**src/lgs_pkg.sv**
```systemverilog
`timescale 1ns / 1ps
// ----------------------------------------------------------------------------
// lgs_pkg
// Shared constants, types and the B3/S23 rule for the Life stencil.
// ----------------------------------------------------------------------------
package lgs_pkg;

  localparam int CFG_W           = 11;
  localparam int DEF_MAX_SIDE    = 1024;
  localparam int GRID_SIDE_RESET = 1024;
  localparam int MIN_SIDE        = 3;

  localparam int CELLS      = 3;
  localparam int COL_H      = 3;
  localparam int WIN_W      = CELLS * COL_H;
  localparam int CENTRE_BIT = 4;
  localparam int COUNT_W    = 4;

  localparam logic [COUNT_W-1:0] BIRTH_COUNT = COUNT_W'(3);
  localparam logic [COUNT_W-1:0] KEEP_COUNT  = COUNT_W'(2);

  localparam int Q_DEPTH = 4;
  localparam int QPTR_W  = $clog2(Q_DEPTH);
  localparam int QCNT_W  = $clog2(Q_DEPTH + 1);

  localparam int LINE_W = 2;

  typedef struct packed {
    logic first;
    logic prod;
    logic last;
  } tag_t;

  typedef struct packed {
    logic next_alive;
    logic cell_changed;
    logic any_changed;
    logic last;
  } result_t;

  function automatic logic next_of(input logic [WIN_W-1:0] win);
    logic [COUNT_W-1:0] n;
    logic               nxt;
    n = '0;
    for (int i = 0; i < WIN_W; i++) begin
      if (i != CENTRE_BIT) n = n + COUNT_W'(win[i]);
    end
    if (n == BIRTH_COUNT) nxt = 1'b1;
    else if (n == KEEP_COUNT) nxt = win[CENTRE_BIT];
    else nxt = 1'b0;
    return nxt;
  endfunction

endpackage

```
**src/lgs_stream_if.sv**
```systemverilog
`timescale 1ns / 1ps
// ----------------------------------------------------------------------------
// lgs_in_if / lgs_out_if
// Valid/ready channels for incoming cells and outgoing results.
// ----------------------------------------------------------------------------
interface lgs_in_if;
  logic valid;
  logic ready;
  logic cell_alive;

  modport source (output valid, output cell_alive, input ready);
  modport sink   (input valid, input cell_alive, output ready);
endinterface

interface lgs_out_if;
  logic valid;
  logic ready;
  logic next_alive;
  logic cell_changed;
  logic any_changed;
  logic last;

  modport source (output valid, output next_alive, output cell_changed,
                  output any_changed, output last, input ready);
  modport sink   (input valid, input next_alive, input cell_changed,
                  input any_changed, input last, output ready);
endinterface

```
**src/lgs_ram.sv**
```systemverilog
`timescale 1ns / 1ps
// ----------------------------------------------------------------------------
// lgs_ram
// Generic simple dual-port RAM, one write and one registered read port.
// ----------------------------------------------------------------------------
module lgs_ram #(
  parameter int WIDTH = 2,
  parameter int DEPTH = 1024
) (
  input  logic                     clk_i,
  input  logic                     we_i,
  input  logic [$clog2(DEPTH)-1:0] waddr_i,
  input  logic [WIDTH-1:0]         wdata_i,
  input  logic                     re_i,
  input  logic [$clog2(DEPTH)-1:0] raddr_i,
  output logic [WIDTH-1:0]         rdata_o
);

  logic [WIDTH-1:0] mem_q [DEPTH];
  logic [WIDTH-1:0] rdata_q;

  always_ff @(posedge clk_i) begin
    if (we_i) begin
      mem_q[waddr_i] <= wdata_i;
    end
  end

  always_ff @(posedge clk_i) begin
    if (re_i) begin
      rdata_q <= mem_q[raddr_i];
    end
  end

  assign rdata_o = rdata_q;

endmodule

```
**src/lgs_cell.sv**
```systemverilog
`timescale 1ns / 1ps
// ----------------------------------------------------------------------------
// lgs_cell
// One column of the 3x3 window; shifts its column on to the next cell.
// ----------------------------------------------------------------------------
module lgs_cell (
  input  logic                     clk_i,
  input  logic                     rst_ni,
  input  logic                     clear_i,
  input  logic                     shift_i,
  input  logic [lgs_pkg::COL_H-1:0] col_i,
  output logic [lgs_pkg::COL_H-1:0] col_o
);
  import lgs_pkg::*;

  logic [COL_H-1:0] col_q, col_d;

  always_comb begin
    col_d = col_q;
    if (clear_i) col_d = '0;
    else if (shift_i) col_d = col_i;
  end

  always_ff @(posedge clk_i or negedge rst_ni) begin
    if (!rst_ni) begin
      col_q <= '0;
    end else begin
      col_q <= col_d;
    end
  end

  assign col_o = col_q;

endmodule

```
**src/lgs_out_queue.sv**
```systemverilog
`timescale 1ns / 1ps
// ----------------------------------------------------------------------------
// lgs_out_queue
// Small result queue decoupling the stencil pipeline from the receiver.
// ----------------------------------------------------------------------------
module lgs_out_queue (
  input  logic                      clk_i,
  input  logic                      rst_ni,
  input  logic                      push_i,
  input  lgs_pkg::result_t          push_data_i,
  input  logic                      pop_i,
  output logic                      valid_o,
  output lgs_pkg::result_t          data_o,
  output logic [lgs_pkg::QCNT_W-1:0] count_o
);
  import lgs_pkg::*;

  result_t             entry_q [Q_DEPTH];
  logic [QPTR_W-1:0]   wr_ptr_q, wr_ptr_d;
  logic [QPTR_W-1:0]   rd_ptr_q, rd_ptr_d;
  logic [QCNT_W-1:0]   count_q, count_d;
  logic                pop;

  assign valid_o = (count_q != '0);
  assign pop     = pop_i && valid_o;
  assign data_o  = entry_q[rd_ptr_q];
  assign count_o = count_q;

  always_comb begin
    wr_ptr_d = push_i ? QPTR_W'((32'(wr_ptr_q) + 1) % Q_DEPTH) : wr_ptr_q;
    rd_ptr_d = pop    ? QPTR_W'((32'(rd_ptr_q) + 1) % Q_DEPTH) : rd_ptr_q;
    count_d  = count_q + QCNT_W'(push_i) - QCNT_W'(pop);
  end

  always_ff @(posedge clk_i) begin
    if (push_i) begin
      entry_q[wr_ptr_q] <= push_data_i;
    end
  end

  always_ff @(posedge clk_i or negedge rst_ni) begin
    if (!rst_ni) begin
      wr_ptr_q <= '0;
      rd_ptr_q <= '0;
      count_q  <= '0;
    end else begin
      wr_ptr_q <= wr_ptr_d;
      rd_ptr_q <= rd_ptr_d;
      count_q  <= count_d;
    end
  end

endmodule

```
**src/life_generation_stencil.sv**
```systemverilog
`timescale 1ns / 1ps
// ----------------------------------------------------------------------------
// life_generation_stencil
// One B3/S23 Life generation over a bordered square grid, streamed in
// raster order, border cells included.
//
// Channels: in_i takes one cell per request; out_o gives one result per
// interior cell. cfg_we_i/cfg_wdata_i set the side of the bordered grid
// (clamped to 3..MAX_SIDE) and restart the generation.
// Throughput: one cell per cycle while in_i.ready is high.
// Path: the request that completes a 3x3 neighbourhood passes stage 1,
// the window and stage 2, and the result queue before its result is on out_o.
// Line stores: one MAX_SIDE x 2 RAM, read and rewritten once per cell.
// The window is a chain of three column cells.
// Stall: a four-entry result queue absorbs the pipeline; in_i.ready
// falls only when the queue and the two stages in flight would overflow.
// Reset: side returns to 1024 (or MAX_SIDE if smaller), positions,
// window and the changed flag clear. No clearing pass is needed.
// ----------------------------------------------------------------------------
module life_generation_stencil #(
  parameter int MAX_SIDE = lgs_pkg::DEF_MAX_SIDE
) (
  input  logic                      clk_i,
  input  logic                      rst_ni,
  input  logic                      cfg_we_i,
  input  logic [lgs_pkg::CFG_W-1:0] cfg_wdata_i,
  lgs_in_if.sink                    in_i,
  lgs_out_if.source                 out_o
);
  import lgs_pkg::*;

  localparam int IDX_W      = $clog2(MAX_SIDE);
  localparam int RESET_SIDE = (GRID_SIDE_RESET > MAX_SIDE) ? MAX_SIDE : GRID_SIDE_RESET;
  localparam logic [IDX_W-1:0] LAST_RESET = IDX_W'(RESET_SIDE - 1);

  logic [IDX_W-1:0] last_q, last_d;
  logic [IDX_W-1:0] col_q, col_d;
  logic [IDX_W-1:0] row_q, row_d;
  logic             accept;
  int unsigned      side_req;

  logic             s1_valid_q;
  tag_t             s1_tag_q, s1_tag_d;
  logic [IDX_W-1:0] s1_addr_q;
  logic             s1_bot_q;
  logic [LINE_W-1:0] line_rd;
  logic [LINE_W-1:0] line_wr;

  logic [COL_H-1:0] chain [CELLS+1];
  logic [WIN_W-1:0] window;

  logic             s2_valid_q;
  tag_t             s2_tag_q;
  logic             any_q, any_d;
  result_t          res;
  logic             push;

  logic              q_valid;
  result_t           q_data;
  logic [QCNT_W-1:0] q_count;
  logic [QCNT_W:0]   pending;

  // Side register and raster position
  always_comb begin
    side_req = 32'(cfg_wdata_i);
    if (side_req < 32'(MIN_SIDE)) side_req = 32'(MIN_SIDE);
    if (side_req > 32'(MAX_SIDE)) side_req = 32'(MAX_SIDE);
    last_d = cfg_we_i ? IDX_W'(side_req - 1) : last_q;
  end

  assign accept = in_i.valid && in_i.ready;

  always_comb begin
    s1_tag_d.first = (row_q == '0) && (col_q == '0);
    s1_tag_d.prod  = (row_q >= IDX_W'(2)) && (col_q >= IDX_W'(2));
    s1_tag_d.last  = (row_q == last_q) && (col_q == last_q);
    col_d = col_q;
    row_d = row_q;
    if (cfg_we_i) begin
      col_d = '0;
      row_d = '0;
    end else if (accept) begin
      if (col_q == last_q) begin
        col_d = '0;
        row_d = (row_q == last_q) ? '0 : row_q + IDX_W'(1);
      end else begin
        col_d = col_q + IDX_W'(1);
      end
    end
  end

  always_ff @(posedge clk_i or negedge rst_ni) begin
    if (!rst_ni) begin
      last_q <= LAST_RESET;
      col_q  <= '0;
      row_q  <= '0;
    end else begin
      last_q <= last_d;
      col_q  <= col_d;
      row_q  <= row_d;
    end
  end

  // Stage 1: line store read, rewritten in the following cycle
  always_ff @(posedge clk_i or negedge rst_ni) begin
    if (!rst_ni) begin
      s1_valid_q <= 1'b0;
    end else begin
      s1_valid_q <= accept;
    end
  end

  always_ff @(posedge clk_i) begin
    if (accept) begin
      s1_tag_q  <= s1_tag_d;
      s1_addr_q <= col_q;
      s1_bot_q  <= in_i.cell_alive;
    end
  end

  // bit 0 upper row, bit 1 middle row
  assign line_wr = {s1_bot_q, line_rd[1]};

  lgs_ram #(
    .WIDTH (LINE_W),
    .DEPTH (MAX_SIDE)
  ) u_line_ram (
    .clk_i   (clk_i),
    .we_i    (s1_valid_q),
    .waddr_i (s1_addr_q),
    .wdata_i (line_wr),
    .re_i    (accept),
    .raddr_i (col_q),
    .rdata_o (line_rd)
  );

  // Window: chain of column cells, newest first
  assign chain[0] = {s1_bot_q, line_rd[1], line_rd[0]};

  for (genvar g = 0; g < CELLS; g++) begin : g_cell
    lgs_cell u_cell (
      .clk_i   (clk_i),
      .rst_ni  (rst_ni),
      .clear_i (cfg_we_i),
      .shift_i (s1_valid_q),
      .col_i   (chain[g]),
      .col_o   (chain[g+1])
    );
    assign window[WIN_W-1-g*COL_H -: COL_H] = chain[g+1];
  end

  // Stage 2: rule evaluation
  always_ff @(posedge clk_i or negedge rst_ni) begin
    if (!rst_ni) begin
      s2_valid_q <= 1'b0;
      any_q      <= 1'b0;
    end else begin
      s2_valid_q <= s1_valid_q;
      any_q      <= any_d;
    end
  end

  always_ff @(posedge clk_i) begin
    if (s1_valid_q) begin
      s2_tag_q <= s1_tag_q;
    end
  end

  always_comb begin
    res.next_alive   = next_of(window);
    res.cell_changed = res.next_alive ^ window[CENTRE_BIT];
    res.last         = s2_tag_q.last;
    res.any_changed  = (s2_tag_q.first ? 1'b0 : any_q)
                       | (s2_tag_q.prod & res.cell_changed);
    push             = s2_valid_q && s2_tag_q.prod;
    any_d            = any_q;
    if (cfg_we_i) any_d = 1'b0;
    else if (s2_valid_q) any_d = res.any_changed;
  end

  lgs_out_queue u_out_queue (
    .clk_i       (clk_i),
    .rst_ni      (rst_ni),
    .push_i      (push),
    .push_data_i (res),
    .pop_i       (out_o.ready),
    .valid_o     (q_valid),
    .data_o      (q_data),
    .count_o     (q_count)
  );

  // Room for everything already in flight plus the next request
  assign pending = {1'b0, q_count}
                   + (QCNT_W+1)'(s1_valid_q && s1_tag_q.prod)
                   + (QCNT_W+1)'(push);
  assign in_i.ready = (pending < (QCNT_W+1)'(Q_DEPTH));

  assign out_o.valid        = q_valid;
  assign out_o.next_alive   = q_data.next_alive;
  assign out_o.cell_changed = q_data.cell_changed;
  assign out_o.any_changed  = q_data.any_changed;
  assign out_o.last         = q_data.last;

endmodule

```
**src/flat_wrapper.sv**
```systemverilog
// flat-port wrapper written by rule: the top's interface ports become plain ports
module life_generation_stencil_flat import lgs_pkg::*;
#(
  parameter int MAX_SIDE = lgs_pkg::DEF_MAX_SIDE
)
  (clk_i, rst_ni, cfg_we_i, cfg_wdata_i, in_i_valid, in_i_cell_alive, in_i_ready, out_o_valid, out_o_next_alive, out_o_cell_changed, out_o_any_changed, out_o_last, out_o_ready);
  lgs_in_if in_i_i ();
  lgs_out_if out_o_i ();
  input  logic clk_i;
  input  logic rst_ni;
  input  logic cfg_we_i;
  input  logic [lgs_pkg::CFG_W-1:0] cfg_wdata_i;
  input wire logic [$bits(in_i_i.valid)-1:0] in_i_valid;
  input wire logic [$bits(in_i_i.cell_alive)-1:0] in_i_cell_alive;
  output wire logic [$bits(in_i_i.ready)-1:0] in_i_ready;
  output wire logic [$bits(out_o_i.valid)-1:0] out_o_valid;
  output wire logic [$bits(out_o_i.next_alive)-1:0] out_o_next_alive;
  output wire logic [$bits(out_o_i.cell_changed)-1:0] out_o_cell_changed;
  output wire logic [$bits(out_o_i.any_changed)-1:0] out_o_any_changed;
  output wire logic [$bits(out_o_i.last)-1:0] out_o_last;
  input wire logic [$bits(out_o_i.ready)-1:0] out_o_ready;
  assign in_i_i.valid = in_i_valid;
  assign in_i_i.cell_alive = in_i_cell_alive;
  assign in_i_ready = in_i_i.ready;
  assign out_o_valid = out_o_i.valid;
  assign out_o_next_alive = out_o_i.next_alive;
  assign out_o_cell_changed = out_o_i.cell_changed;
  assign out_o_any_changed = out_o_i.any_changed;
  assign out_o_last = out_o_i.last;
  assign out_o_i.ready = out_o_ready;
  life_generation_stencil #(.MAX_SIDE(MAX_SIDE)) u_core (.clk_i(clk_i), .rst_ni(rst_ni), .cfg_we_i(cfg_we_i), .cfg_wdata_i(cfg_wdata_i), .in_i(in_i_i), .out_o(out_o_i));
endmodule
```
**config.mk**
```make
export PLATFORM = sky130hd
export DESIGN_NAME = life_generation_stencil_flat
export DESIGN_NICKNAME = d
export VERILOG_FILES = /design/src/lgs_pkg.sv /design/src/lgs_stream_if.sv /design/src/lgs_ram.sv /design/src/lgs_cell.sv /design/src/lgs_out_queue.sv /design/src/life_generation_stencil.sv /design/src/flat_wrapper.sv
export SDC_FILE = /design/constraint.sdc
export NUM_CORES = 2
export LEC_CHECK = 0
export ABC_AREA = 1
export BUFFER_PORTS_ARGS = -buffer_cell sky130_fd_sc_hd__buf_4
export CORE_AREA = 3 3 537 326
export CTS_CLUSTER_DIAMETER = 60
export DETAILED_ROUTE_END_ITERATION = 8
export DIE_AREA = 0 0 540 329
export PLACE_DENSITY = 0.75
export SYNTH_ARGS = -nofsm -noshare
export SYNTH_HDL_FRONTEND = slang
export SYNTH_SLANG_ARGS = --single-unit
```
**constraint.sdc**
```tcl
create_clock -name clk_i -period 34.1 [get_ports clk_i]
set_input_delay 3.41 -clock clk_i [delete_from_list [all_inputs] [get_ports clk_i]]
set_output_delay 3.41 -clock clk_i [all_outputs]
set_load 0.01 [all_outputs]
```
# After elaboration in Yosys (flattened, before gate mapping)
# Memory sizes are Yosys's and may differ from the RTL's. A register that Yosys moved wholly into a read port is not among the register bits.
# Cells that the tools add are included.
[totals]
reg_bits = 66
latch_bits = 0
mem_bits_rw = 2064
mem_bits_ro = 0
in_bits = 17
out_inout_bits = 6
word_cells = 89
memories = 2
[mem_list]
columns = ["name", "depth", "word_bits", "rd", "rd_ports_with_merged_regs", "write_ports", "line", "source"]
rows = [
  ["u_core.u_line_ram.mem_q", 1024, 2, 1, 1, 1, "lgs_ram.sv:19", "logic [WIDTH-1:0] mem_q [DEPTH];"],
  ["u_core.u_out_queue.entry_q", 4, 4, 1, 0, 1, "lgs_out_queue.sv:18", "result_t entry_q [Q_DEPTH];"],
]
[op_classes]
addsub = 16
n_mul = 0
div_mod_pow = 0
order_cmp = 5
eq_ne = 4
n_shift = 0
mux = 24
bitwise_logic = 3
reduce_logical = 15
[ops]
columns = ["cell", "n"]
rows = [
  ["$mux W10", 8],
  ["$add A4 B1 Y4", 7],
  ["$add A10 B1 Y10 const B", 2],
  ["$eq A10 B10 Y1", 2],
  ["$ge A10 B2 Y1 const B", 2],
  ["$logic_not A10 Y1", 2],
  ["$mux W3", 6],
  ["$gt A11 B11 Y1 const B", 1],
  ["$lt A11 B2 Y1 const B", 1],
  ["$mux W11", 1],
  ["$sub A10 B1 Y10 const B", 1],
  ["$mux W1", 9],
  ["$eq A4 B2 Y1 const B", 2],
  ["$reduce_bool A2 Y1", 4],
  ["$logic_and A1 B1 Y1", 7],
  ["$add A2 B1 Y2 const B", 2],
  ["$add A3 B1 Y4", 1],
  ["$lt A4 B3 Y1 const B", 1],
  ["$add A3 B1 Y3", 1],
  ["$reduce_bool A3 Y1", 1],
  ["$sub A3 B1 Y3", 1],
  ["$add A1 B1 Y2", 1],
  ["$reduce_and A2 Y1", 1],
  ["$and A1 B1 Y1", 1],
  ["2 further kinds", 2],
]

# Longest topological paths before layout
[depth]
depth_word = 15
ltp_mapped = 21
depth_no_buf = 17

# Hierarchy
# A second synthesis with hierarchy kept.
[unflattened]
cells_unflattened = 8520
hier_area_um2 = 91545.3
[by_module_without_submodules]
columns = ["mod", "n_inst", "cells_each", "area_per_inst_um2"]
rows = [
  ["lgs_ram", 1, 7976, 86973.4],
  ["life_generation_stencil", 1, 400, 3151.8],
  ["lgs_out_queue", 1, 102, 1052.3],
  ["lgs_cell", 3, 14, 122.6],
]

# Worst setup path after synthesis
# No wires, ideal clock.
[synth_path]
path_type = "reg-to-reg"
start = "reg u_core.u_line_ram.rdata_q[1], in the netlist u_core.u_line_ram.rdata_o[1] (read register of u_core.u_line_ram.mem_q)"
end = "mem u_core.u_line_ram.mem_q[0][0], data pin"
setup_ns = 2.674
t_arrival_ns = 12.032
required_time_ns = 31.426
path_slack_ns = 19.394
path_stages_with_launch = 1
n_path_buf = 0
period_less_slack_ns = 14.706
path_cell_list = "edfxtp_1"
[synth_lines]
columns = ["item", "line", "source"]
rows = [
  ["start: declaration", "lgs_ram.sv:20", "logic [WIDTH-1:0] rdata_q;"],
  ["end: declaration", "lgs_ram.sv:19", ""],
]
# No word-level cell before the write port.

==> results_dict.tcl <==
set metrics [dict create \
    outcome "completed" \
    postRouteWirelength_mm 260.9 \
    htree_levels 4 \
    finish.utilization 0.5935 \
    yosys_warnings 0 \
    syn2layout_area_growth_pct 7.661 \
    syn-instance-count 9488 \
    route.vias.total 67900 \
    antenna_found_initial 11 \
    worst-setup-path-type "reg -> reg" \
    placed_area_mm2 0.09510 \
    max-vdd-ir-drop_mv 0.06168 \
    placement.io_buffers 22 \
    io_pins 23 \
    final.period_utilization 0.1880 \
    worst-slew-pin-transition_ps 1338 \
    final-max-slew-violation-count 0 \
    setup.worst_path.end_class "register" \
    rows 117 \
    cp_slowest_stage_delay_ps 820 \
    critical_path.top_delay_family "buffers and inverters" \
    antenna_violating_nets_post_route 0 \
    yosys_register_bits 2132 \
    die_x_um 540 \
    die_h_um 329 \
    seq_power_share 0.452 \
    pin_count_of_the_biggest_net_entering_global_routing 257 \
    routedWlPerCell_um 22.49 \
    summed_negative_setup_slack_over_all_endpoints_ps 0 \
    post_synth_instance_area_mm2 0.09361 \
    grt_remaining_overflow 0 \
    die-area_mm2 0.1777 \
    slew_headroom 0.1060 \
    multi_input_comb_area_mm2 0.02545 \
    kind_of_launch_point_of_the_worst_setup_path "register" \
    critical_path_arrival_ps 6930 \
    vias_per_cell 5.853 \
    residual_drc 0 \
    report.final.hold_viol_count 0 \
    synthesis.area_per_instance_um2 9.866 \
    library_cell_used_as_clock_root_buffer "clkbuf_16" \
    core_mm2 0.1698 \
    cell_internal_pwr_mw 4.611 \
    path_cells "buf_4 -> buf_12 -> buf_4 -> buf_12 -> nand2_1 -> nand2_1 -> o21ai_0 -> nand2_1 -> nand2_1 -> nor2_1 -> nor2_1 -> nor2_1 -> nand2_1 -> nand2_1 -> nand2_1 -> nor2_1 -> nor2_1 -> nor2_1 -> nand2_1" \
    cts-buffers-inserted 189 \
    cts-resized-gates 0 \
    max_clock_freq_mhz 156.0 \
    critical-path-top-cell-by-count "nand2_1" \
    clkSlewWorstSetupHoldPaths_ps 70 \
    clkLatencyLatePin_ps 830 \
    floorplan.initialDensity 0.5512 \
    post_route_cell_area_mm2 0.1008 \
    gp_routability_congestion 0.8906 \
    synth_top_flop_cell "edfxtp_1" \
    power.clock.fraction 0.296 \
    synth.top_cell.area_share 0.6682 \
    final.fill_count 13690 \
    timing.clock.skew_ps 49.12 \
    postSynthNetCount 9528 \
    maxCapViolCount 0 \
    grt_pass1_wl_mm 386.8 \
    unrepaired_setup_endpoints_after_global_routing "false" \
    grt_pass1_vias 63540 \
    hpwl_mm 134.7 \
    power.combinational.fraction 0.252 \
    post_cts_repair_timing_setup_buffer_count 0 \
    cts_hold_repair.buffers 0 \
    hold_path_class "reg -> reg" \
    tritoncts "yes" \
    layout.area.seq_mm2 0.06380 \
    drt_first_iter_violations 11530 \
    slowest_stage "buf_4" \
    commonest_non_fill_non_tap_cells_in_the_layout "nand2_1 (2621), nor2_1 (2449), edfxtp_1 (2083), o21ai_0 (746), inv_1 (468)" \
    synthDistinctLibCells 39 \
    critPathBufInv 4 \
    final_nets 9243 \
    final_period_minus_worst_setup_slack_ps 6410 \
    setup_viol 0 \
    gr-usage-all-layers 0.2867 \
    clk_sink_count 2132 \
    net-switching-power_mw 2.294 \
    synth_enable_flop_cells 2083 \
    mostFrequentLayoutCell "nand2_1" \
    synth-seq-area-share 0.6814 \
    cts.path.max_buffers 4 \
    power.density_cell_area_mw_per_mm2 68.52 \
    post_synth_main_area_contributors "edfxtp_1 (67%), nand2_1 (11%), nor2_1 (9.8%)" \
    async_reset_ff_frac 0.02298 \
    leakage_nw 36.96 \
    synth_top_area_cell "edfxtp_1" \
    drt-pass1-iter-count 7 \
    critical_path.max_fanout 233 \
    drive_above_1_share 0.04788 \
    netSwitchingFraction 0.3322 \
    required_ps 34620 \
]
cells by family after synthesis:
logic type	share of synthesized area
AO/OA/AOI/OAI	0.04745
buffers and inverters	0.04784
adder cells (fa/ha/maj)	0.003475
XOR/XNOR	0.001216
AND/OR/NAND/NOR	0.2186
flip-flops	0.6814
power groups by stage:
stage / sequential, mW / clock, mW / combinational, mW
finish: 3.12 / 2.05 / 1.74
global route: 3.12 / 2.16 / 1.92
CTS: 3.12 / 2.06 / 1.70
detailed placement: 3.17 / 0 / 1.68
global placement: 3.17 / 0 / 1.66
floorplan: 3.45 / 0 / 1.11
state kept, by name, indices dropped and copies added (netlist names), 2 cells and up:
signal and cells:
u_core.u_out_queue.rd_ptr_q 2, u_core.s1_tag_q 3, u_core.u_out_queue.count_o 3, u_core.s2_tag_q 2
u_core.s1_addr_q 10, u_core.col_q 10, u_core.row_q 10, u_core.last_q 10
u_core.u_line_ram.mem_q 2048, u_core.u_line_ram.rdata_o 2, u_core.u_out_queue.entry_q 16, u_core.g_cell.u_cell.col_o 9
u_core.u_out_queue.wr_ptr_q 2
worst register-to-register path: stages, from the launching register on:
cell     delay (ps)
dfrtp_4         760
buf_4           620
buf_12          810
buf_4           970
buf_12          720
nand2_1         500
nand2_1         130
o21ai_0          90
nand2_1          60
nand2_1          60
nor2_1          220
nor2_1           70
nor2_1          110
nand2_1         130
nand2_1         100
nand2_1          70
nor2_1          270
nor2_1           90
nor2_1          120
nand2_1         200
stage by stage:
stage / cells / worst slack (ps) / hold slack (ps) / power [mW]
final: 11600 / 27690 / 422.3 / 6.905
after global routing: 11600 / 27570 / 425.8 / 7.198
after CTS: 11600 / 28090 / 423.2 / 6.867
after detailed placement: 11270 / 28170 / 408.0 / 4.854
after global placement: 11270 / 28300 / 406.0 / 4.832
after floorplan: 9488 / 19390 / 400.3 / 4.559
area by class of cell:
cell class / instances / share of cell area
diodes: 4 / 0.00009932
clock buffers: 228 / 0.04900
clock inverters: 96 / 0.007313
inverters: 476 / 0.01801
multi-input cells: 6266 / 0.2526
flip-flops and latches: 2132 / 0.6330
well taps: 2261 / 0.02807
repair buffers: 138 / 0.01189
metal layers:
layer  up-vias  wire (um)  GRT usage
li1      30450          -          -
met1     32280     101000     0.4084
met2      4547     112500     0.4298
met3       619      38640    0.08266
met4         4       8673    0.08774
met5         -         27          0
Yosys cell counts (10+ instances only):
cell,count
inv_1,470
clkbuf_1,323
a21oi_1,35
buf_4,17
nand4_1,25
nor3_1,19
nand2_1,2654
ha_1,18
buf_2,214
o21ai_1,60
nand3_1,185
nor4_1,10
dfstp_2,10
o21ai_0,746
nor2_1,2455
o22ai_1,24
edfxtp_1,2083
dfrtp_1,39
buf_1,53
path summary, 6_finish.rpt:
path,from,endpoint,slack [ps],cells after the start
setup / recovery,u_core.col_q[0],u_core.u_line_ram.rdata_o[0],27690,19
hold / removal,u_core.s1_tag_q[2],u_core.s2_tag_q[2],420,0
setup reg to reg,u_core.col_q[0],u_core.u_line_ram.rdata_o[0],27690,19
hold reg to reg,u_core.s1_tag_q[2],u_core.s2_tag_q[2],420,0
max in group asynchronous,rst_ni,u_core.col_q[0],31000,1
min in group asynchronous,rst_ni,u_core.g_cell[0].u_cell.col_o[2],2600,1
No activity file was read; power rests on OpenSTA's default activity.
